## src/hdl/kwlc_pkg.sv

```systemverilog
// ----------------------------------------------------------------------------
// kwlc_pkg: shared types and constants of the keyword/line/char counter
// Field widths, register indexes, special bytes and the keyword byte select.
// ----------------------------------------------------------------------------
package kwlc_pkg;

  localparam int unsigned MAX_KEY_CHARS_DEF = 16;
  localparam int unsigned BYTE_W    = 8;
  localparam int unsigned CNT_W     = 32;
  localparam int unsigned KEY_W     = 64;
  localparam int unsigned KEY_LEN_W = 5;
  localparam int unsigned KEY_IDX_W = 4;
  localparam int unsigned CFG_IDX_W = 2;

  localparam logic [BYTE_W-1:0] TERM_BYTE    = 8'h00;
  localparam logic [BYTE_W-1:0] NEWLINE_BYTE = 8'h0A;
  localparam logic [CNT_W-1:0]  CNT_MAX      = '1;

  typedef enum logic [CFG_IDX_W-1:0] {
    CFG_KEY_LOW  = 2'd0,
    CFG_KEY_HIGH = 2'd1,
    CFG_KEY_LEN  = 2'd2
  } kwlc_cfg_e;

  // per-transfer event from the front end to the tally
  typedef struct packed {
    logic take;     // byte transferred
    logic term;     // byte is the terminator
    logic newline;  // byte is a newline
    logic hit;      // keyword ends at this byte
  } kwlc_ev_t;

  // keyword character idx: 0..7 from the low word, 8..15 from the high word
  function automatic logic [BYTE_W-1:0] key_char(input logic [KEY_W-1:0] lo,
                                                 input logic [KEY_W-1:0] hi,
                                                 input logic [KEY_IDX_W-1:0] idx);
    logic [KEY_W-1:0] word;
    word = idx[KEY_IDX_W-1] ? hi : lo;
    return word[idx[KEY_IDX_W-2:0]*BYTE_W +: BYTE_W];
  endfunction

endpackage

```

## src/hdl/kwlc_cell.sv

```systemverilog
// ----------------------------------------------------------------------------
// kwlc_cell: one window position
// Holds one recent byte and its valid flag, shifts it on to the next cell and
// compares the byte entering it against the keyword character for its place.
// ----------------------------------------------------------------------------
module kwlc_cell (
  input  logic                          clk_i,
  input  logic                          rst_ni,
  input  logic                          shift_i,
  input  logic                          clear_i,
  input  logic [kwlc_pkg::BYTE_W-1:0]   byte_i,
  input  logic                          valid_i,
  input  logic [kwlc_pkg::BYTE_W-1:0]   key_i,
  input  logic                          in_use_i,
  output logic [kwlc_pkg::BYTE_W-1:0]   byte_o,
  output logic                          valid_o,
  output logic                          eq_o
);

  logic [kwlc_pkg::BYTE_W-1:0] byte_q;
  logic                        valid_q, valid_d;

  // compare on the incoming byte: that is this position after the shift
  assign eq_o = !in_use_i || (valid_i && (byte_i == key_i));

  always_comb begin
    valid_d = valid_q;
    if (clear_i) begin
      valid_d = 1'b0;
    end else if (shift_i) begin
      valid_d = valid_i;
    end
  end

  always_ff @(posedge clk_i or negedge rst_ni) begin
    if (!rst_ni) begin
      valid_q <= 1'b0;
    end else begin
      valid_q <= valid_d;
    end
  end

  always_ff @(posedge clk_i) begin
    if (shift_i) begin
      byte_q <= byte_i;
    end
  end

  assign byte_o  = byte_q;
  assign valid_o = valid_q;

endmodule

```

## src/hdl/kwlc_tally.sv

```systemverilog
// ----------------------------------------------------------------------------
// kwlc_tally: saturating counters and result register
// Counts characters, newlines and keyword hits of the current text and loads
// the result register when the terminator is transferred.
// ----------------------------------------------------------------------------
module kwlc_tally (
  input  logic                         clk_i,
  input  logic                         rst_ni,
  input  kwlc_pkg::kwlc_ev_t           ev_i,
  input  logic                         out_stall_i,
  output logic                         out_valid_o,
  output logic [kwlc_pkg::CNT_W-1:0]   line_total_o,
  output logic [kwlc_pkg::CNT_W-1:0]   char_total_o,
  output logic [kwlc_pkg::CNT_W-1:0]   match_total_o
);

  logic [kwlc_pkg::CNT_W-1:0] len_q, len_d, nl_q, nl_d, hit_q, hit_d;
  logic [kwlc_pkg::CNT_W-1:0] len_inc, nl_inc, hit_inc;
  logic [kwlc_pkg::CNT_W-1:0] line_q, char_q, match_q;
  logic                       out_valid_q, out_valid_d;
  logic                       load;

  assign load = ev_i.take && ev_i.term;

  assign len_inc = (len_q == kwlc_pkg::CNT_MAX) ? len_q : len_q + 1'b1;
  assign nl_inc  = (nl_q  == kwlc_pkg::CNT_MAX) ? nl_q  : nl_q  + 1'b1;
  assign hit_inc = (hit_q == kwlc_pkg::CNT_MAX) ? hit_q : hit_q + 1'b1;

  always_comb begin
    len_d = len_q;
    nl_d  = nl_q;
    hit_d = hit_q;
    if (load) begin
      len_d = '0;
      nl_d  = '0;
      hit_d = '0;
    end else if (ev_i.take) begin
      len_d = len_inc;
      if (ev_i.newline) nl_d = nl_inc;
      if (ev_i.hit) hit_d = hit_inc;
    end
  end

  always_comb begin
    out_valid_d = out_valid_q;
    if (load) begin
      out_valid_d = 1'b1;
    end else if (!out_stall_i) begin
      out_valid_d = 1'b0;
    end
  end

  always_ff @(posedge clk_i or negedge rst_ni) begin
    if (!rst_ni) begin
      len_q       <= '0;
      nl_q        <= '0;
      hit_q       <= '0;
      out_valid_q <= 1'b0;
    end else begin
      len_q       <= len_d;
      nl_q        <= nl_d;
      hit_q       <= hit_d;
      out_valid_q <= out_valid_d;
    end
  end

  // an empty text reports zero lines
  always_ff @(posedge clk_i) begin
    if (load) begin
      line_q  <= (len_q == '0) ? '0 : nl_inc;
      char_q  <= len_q;
      match_q <= hit_q;
    end
  end

  assign out_valid_o   = out_valid_q;
  assign line_total_o  = line_q;
  assign char_total_o  = char_q;
  assign match_total_o = match_q;

endmodule

```

## src/hdl/keyword_line_char_counter.sv

```systemverilog
// ----------------------------------------------------------------------------
// keyword_line_char_counter: keyword, line and character counter
// Takes one text byte per transfer; a zero byte ends the text and yields one
// result with line, character and overlapping keyword counts.
// ----------------------------------------------------------------------------
// Throughput: one byte per cycle while the input is not stalled; the keyword compare across the cell row and
// the counter increments finish in the cycle of the transfer.
// Latency: the result is valid the cycle after the terminator transfer.
// Input stalls only while a result is held by a stalled output.
// Reset: asynchronous, clears keyword registers, window flags, counters and
// the result valid flag; no clearing pass is needed.
// ----------------------------------------------------------------------------
module keyword_line_char_counter #(
  parameter int unsigned MAX_KEY_CHARS = kwlc_pkg::MAX_KEY_CHARS_DEF
) (
  input  logic                             clk_i,
  input  logic                             rst_ni,
  input  logic                             in_valid_i,
  output logic                             in_stall_o,
  input  logic [kwlc_pkg::BYTE_W-1:0]      text_byte_i,
  output logic                             out_valid_o,
  input  logic                             out_stall_i,
  output logic [kwlc_pkg::CNT_W-1:0]       line_total_o,
  output logic [kwlc_pkg::CNT_W-1:0]       char_total_o,
  output logic [kwlc_pkg::CNT_W-1:0]       match_total_o,
  input  logic                             cfg_we_i,
  input  logic [kwlc_pkg::CFG_IDX_W-1:0]   cfg_index_i,
  input  logic [kwlc_pkg::KEY_W-1:0]       cfg_data_i
);

  logic [kwlc_pkg::KEY_W-1:0]     key_lo_q, key_hi_q;
  logic [kwlc_pkg::KEY_LEN_W-1:0] key_len_q, eff_len;

  logic [kwlc_pkg::BYTE_W-1:0] win_byte  [MAX_KEY_CHARS+1];
  logic                        win_valid [MAX_KEY_CHARS+1];
  logic [MAX_KEY_CHARS-1:0]    cell_eq;
  logic [MAX_KEY_CHARS-1:0]    cell_valid;

  logic               take, term, match;
  kwlc_pkg::kwlc_ev_t ev;

  always_ff @(posedge clk_i or negedge rst_ni) begin
    if (!rst_ni) begin
      key_lo_q  <= '0;
      key_hi_q  <= '0;
      key_len_q <= '0;
    end else if (cfg_we_i) begin
      unique case (cfg_index_i)
        kwlc_pkg::CFG_KEY_LOW:  key_lo_q  <= cfg_data_i;
        kwlc_pkg::CFG_KEY_HIGH: key_hi_q  <= cfg_data_i;
        kwlc_pkg::CFG_KEY_LEN:  key_len_q <= cfg_data_i[kwlc_pkg::KEY_LEN_W-1:0];
        default: ;
      endcase
    end
  end

  assign eff_len = (key_len_q > kwlc_pkg::KEY_LEN_W'(MAX_KEY_CHARS))
                 ? kwlc_pkg::KEY_LEN_W'(MAX_KEY_CHARS) : key_len_q;

  assign in_stall_o = out_valid_o && out_stall_i;
  assign take       = in_valid_i && !in_stall_o;
  assign term       = (text_byte_i == kwlc_pkg::TERM_BYTE);

  // the incoming byte enters cell 0; cell j sees the byte j places back
  assign win_byte[0]  = text_byte_i;
  assign win_valid[0] = 1'b1;

  for (genvar j = 0; j < MAX_KEY_CHARS; j++) begin : g_cell
    logic [kwlc_pkg::KEY_LEN_W-1:0] kidx;
    logic                           in_use;

    // newest byte lines up with the last keyword character
    assign kidx   = eff_len - kwlc_pkg::KEY_LEN_W'(j) - kwlc_pkg::KEY_LEN_W'(1);
    assign in_use = kwlc_pkg::KEY_LEN_W'(j) < eff_len;

    kwlc_cell u_cell (
      .clk_i    (clk_i),
      .rst_ni   (rst_ni),
      .shift_i  (take && !term),
      .clear_i  (take && term),
      .byte_i   (win_byte[j]),
      .valid_i  (win_valid[j]),
      .key_i    (kwlc_pkg::key_char(key_lo_q, key_hi_q,
                                    kidx[kwlc_pkg::KEY_IDX_W-1:0])),
      .in_use_i (in_use),
      .byte_o   (win_byte[j+1]),
      .valid_o  (win_valid[j+1]),
      .eq_o     (cell_eq[j])
    );

    assign cell_valid[j] = win_valid[j+1];
  end

  assign match = (eff_len != '0) && (&cell_eq);

  assign ev.take    = take;
  assign ev.term    = term;
  assign ev.newline = (text_byte_i == kwlc_pkg::NEWLINE_BYTE);
  assign ev.hit     = match;

  kwlc_tally u_tally (
    .clk_i         (clk_i),
    .rst_ni        (rst_ni),
    .ev_i          (ev),
    .out_stall_i   (out_stall_i),
    .out_valid_o   (out_valid_o),
    .line_total_o  (line_total_o),
    .char_total_o  (char_total_o),
    .match_total_o (match_total_o)
  );

  a_term_gives_result: assert property (@(posedge clk_i) disable iff (!rst_ni)
    take && term |=> out_valid_o)
    else $error("terminator transfer did not produce a result");

  a_term_clears_window: assert property (@(posedge clk_i) disable iff (!rst_ni)
    take && term |=> (cell_valid == '0))
    else $error("window not cleared after terminator");

  a_match_le_chars: assert property (@(posedge clk_i) disable iff (!rst_ni)
    out_valid_o |-> (match_total_o <= char_total_o))
    else $error("more matches than characters");

  a_empty_text_lines: assert property (@(posedge clk_i) disable iff (!rst_ni)
    out_valid_o |-> ((line_total_o == '0) == (char_total_o == '0)))
    else $error("line count disagrees with empty text");

endmodule

```

## config.mk

```make
export PLATFORM = sky130hd
export DESIGN_NAME = keyword_line_char_counter
export DESIGN_NICKNAME = d
export VERILOG_FILES = /design/src/hdl/kwlc_pkg.sv /design/src/hdl/kwlc_cell.sv /design/src/hdl/kwlc_tally.sv /design/src/hdl/keyword_line_char_counter.sv
export SDC_FILE = /design/constraint.sdc
export NUM_CORES = 2
export LEC_CHECK = 0
export ABC_AREA = 1
export BUFFER_PORTS_ARGS = -buffer_cell sky130_fd_sc_hd__buf_2
export CAP_MARGIN = 15
export CELL_PAD_IN_SITES_DETAIL_PLACEMENT = 1
export CELL_PAD_IN_SITES_GLOBAL_PLACEMENT = 1
export CORE_MARGIN = 1.5
export CORE_UTILIZATION = 49
export DETAILED_ROUTE_END_ITERATION = 10
export GPL_TIMING_DRIVEN = 0
export PLACE_DENSITY_LB_ADDON = 0.1
export REMOVE_ABC_BUFFERS = 1
export SKIP_CTS_REPAIR_TIMING = 1
export SLEW_MARGIN = 5
export SYNTH_ARGS = -nofsm -noshare
export SYNTH_HDL_FRONTEND = slang
export SYNTH_HIERARCHICAL = 1
export SYNTH_SLANG_ARGS = --single-unit
```

## constraint.sdc

```tcl
create_clock -name clk_i -period 19.4 [get_ports clk_i]
set_input_delay 1.94 -clock clk_i [delete_from_list [all_inputs] [get_ports clk_i]]
set_output_delay 1.94 -clock clk_i [all_outputs]
set_load 0.02 [all_outputs]
```

==> impl_metrics.ini <==
[floorplanning]
ios = 177
num_rows = 105
fp.coreArea_um2 = 82370
start_util_pct = 49.67
die_area_um2 = 85250
die_x_um = 292.0
die_y_um = 292.0

[grt]
grt_pass1_wl_um = 285800
grt_pass1_vias = 48550
grt_overflow = 0
grt_max_degree = 127
grt_usage_pct = 42.71
antenna_found_initial = 15

[finish]
finish.net_count = 6489
stdcell_area_um2 = 44890
areaGrowthSynthToFinish_pct = 9.712
layout-drive-gt1-share_pct = 7.016

[clock_network]
clk_pin_slew_ps = 60
cts_buffer_depth = 3
cts_inserted_buffers = 54
cts_tree = built
clk_latency_ps = 670
cts.sink_count = 461
root_buffer = clkbuf_16
ctsHtreeMaxLevel = 2

[synthesis]
synth_warnings = 6
postSynthAreaPerCell_um2 = 6.215
synth_area_um2 = 40920
synthCells = 6584

[power_and_ir_drop]
peakVddDrop_uv = 110.2
seqPwrFrac_pct = 23.4
power_density_nw_per_um2 = 119.0
power_switching_mw = 2.736
comb_power_share_pct = 55.8
intPower_mw = 2.608
power_mw = 5.344
p_clk_share_pct = 20.8
switching_share_pct = 51.20
p_leak_nw = 20.67

[sta]
setup_viol = 0
finalSetupTns_ps = 0
clock_skew_ps = 16.31
slew_viol_final = 0
relSlewSlack_pct = 7.152
worstMarginPinSlew_ps = 1389
setup_slack_ps = 7851
rsz0062_at_grt = false
period_needed_ps = 11550
hold_viol_final = 0
fmax_ghz = 0.08659
period_share_pct = 59.53

[worst_setup_path]
critPathMostFrequentCell = nand2_1
path_buf_inv = 7
slowest_stage = inv_2
cp-end-kind = flop
reg2reg_depth = 30
startpoint_type = flop
arrival_ps = 12050
critPathKind = reg -> reg
path_depth = 30
cp.required_ps = 19900
slowest_delay_ps = 1220
cp_max_fo = 60
path_delay_family = simple AND/OR/NAND/NOR gates

[drt]
drt-initial-drc-count = 5941
drt.antenna.violating_nets = 0
first_pass_iters = 8
totalWireLength_um = 186300
detail_route.vias_per_cell = 6.521
via_count = 49020
drc = 0
wl_per_cell_um = 24.78

[flow_run]
max-cap-violations = 0

[worst_hold_path]
min_path_type = reg -> reg
whs_path_depth = 0

[placed_design]
port_buffers = 176
pre_cts_ws_ps = 8689
place_congestion = 0.9192
place_area_um2 = 42900
dp_hpwl_um = 122100

[outcome]
status = finished clean
==> state kept, by name, indices dropped and copies added (netlist names) <==
signal,cells
u_tally/len_q,32
u_tally/nl_q,32
g_cell.u_cell/byte_o,120
u_tally/hit_q,32
u_tally/char_total_o,32
key_lo_q,64
u_tally/out_valid_o,1
u_tally/line_total_o,32
g_cell.u_cell/valid_o,15
key_len_q,5
key_hi_q,64
u_tally/match_total_o,32
==> area by class of cell <==
class	count	area (µm²)
Antenna cell	6	15.01
Clock buffer	74	1499
Clock inverter	28	390.4
Fill cell	11170	37480
Inverter	633	2394
Multi-Input combinational cell	4993	23910
Sequential cell	461	12620
Tap cell	1070	1339
Timing Repair Buffer	253	2718
==> worst paths after layout <==
check	slack, ps	endpoint	start
worst max-delay path	7850	u_tally/hit_q[22]	key_len_q[0]
worst min-delay path	470	g_cell[14].u_cell/byte_o[0]	g_cell[13].u_cell/byte_o[0]
worst max register to register	7850	u_tally/hit_q[22]	key_len_q[0]
worst min register to register	470	g_cell[14].u_cell/byte_o[0]	g_cell[13].u_cell/byte_o[0]
max in group asynchronous	17250	u_tally/hit_q[11]	rst_ni
min in group asynchronous	1160	key_hi_q[35]	rst_ni
==> layout by cell type (no fill, tap or decap), drive strengths merged, types with 155 or more instances in the layout <==
cell / instances
nand2: 2177
edfxtp: 216
o21ai: 634
buf: 253
a21oi: 155
nor2: 349
nand3: 1062
inv: 555
dfrtp: 245
o211ai: 238
==> worst register-to-register path, delay by kind of cell (launching register included) <==
kind / cells / cell delay (ps)
buffers and inverters: 7 / 2800
adder cells (fa/ha/maj): 1 / 480
AO/OA/AOI/OAI: 2 / 720
flip-flops: 1 / 740
AND/OR/NAND/NOR: 20 / 6640
==> layer usage <==
layer	track usage, %	part of all wire (%)	vias to the layer above
li1	-	-	21530
met1	51.56	37	23700
met2	66.66	44	2863
met3	11.18	11	908
met4	29.20	7.7	22
met5	0	0.10	-
==> power by group through the flow <==
stage	logic, mW	clock network (mW)	registers, mW
2_1_floorplan	1.80	0	1.21
3_3_place_gp	2.71	0	1.27
3_5_place_dp	2.80	0	1.26
4_1_cts	2.84	1.12	1.24
5_1_grt	3.17	1.15	1.26
6_report	2.98	1.11	1.25
==> stage by stage <==
| stage | instances | hold WS [ps] | utilization [%] |
|---|---|---|---|
| floorplan | 6087 | 426.4 | - |
| global placement | 7333 | 430.0 | 49.65 |
| detailed placement | 7406 | 443.3 | 52.08 |
| CTS | 7508 | 456.0 | 54.37 |
| global route | 7513 | 469.5 | 54.48 |
| finish | 7518 | 465.5 | 54.50 |
(Power assumes the default switching activity.)
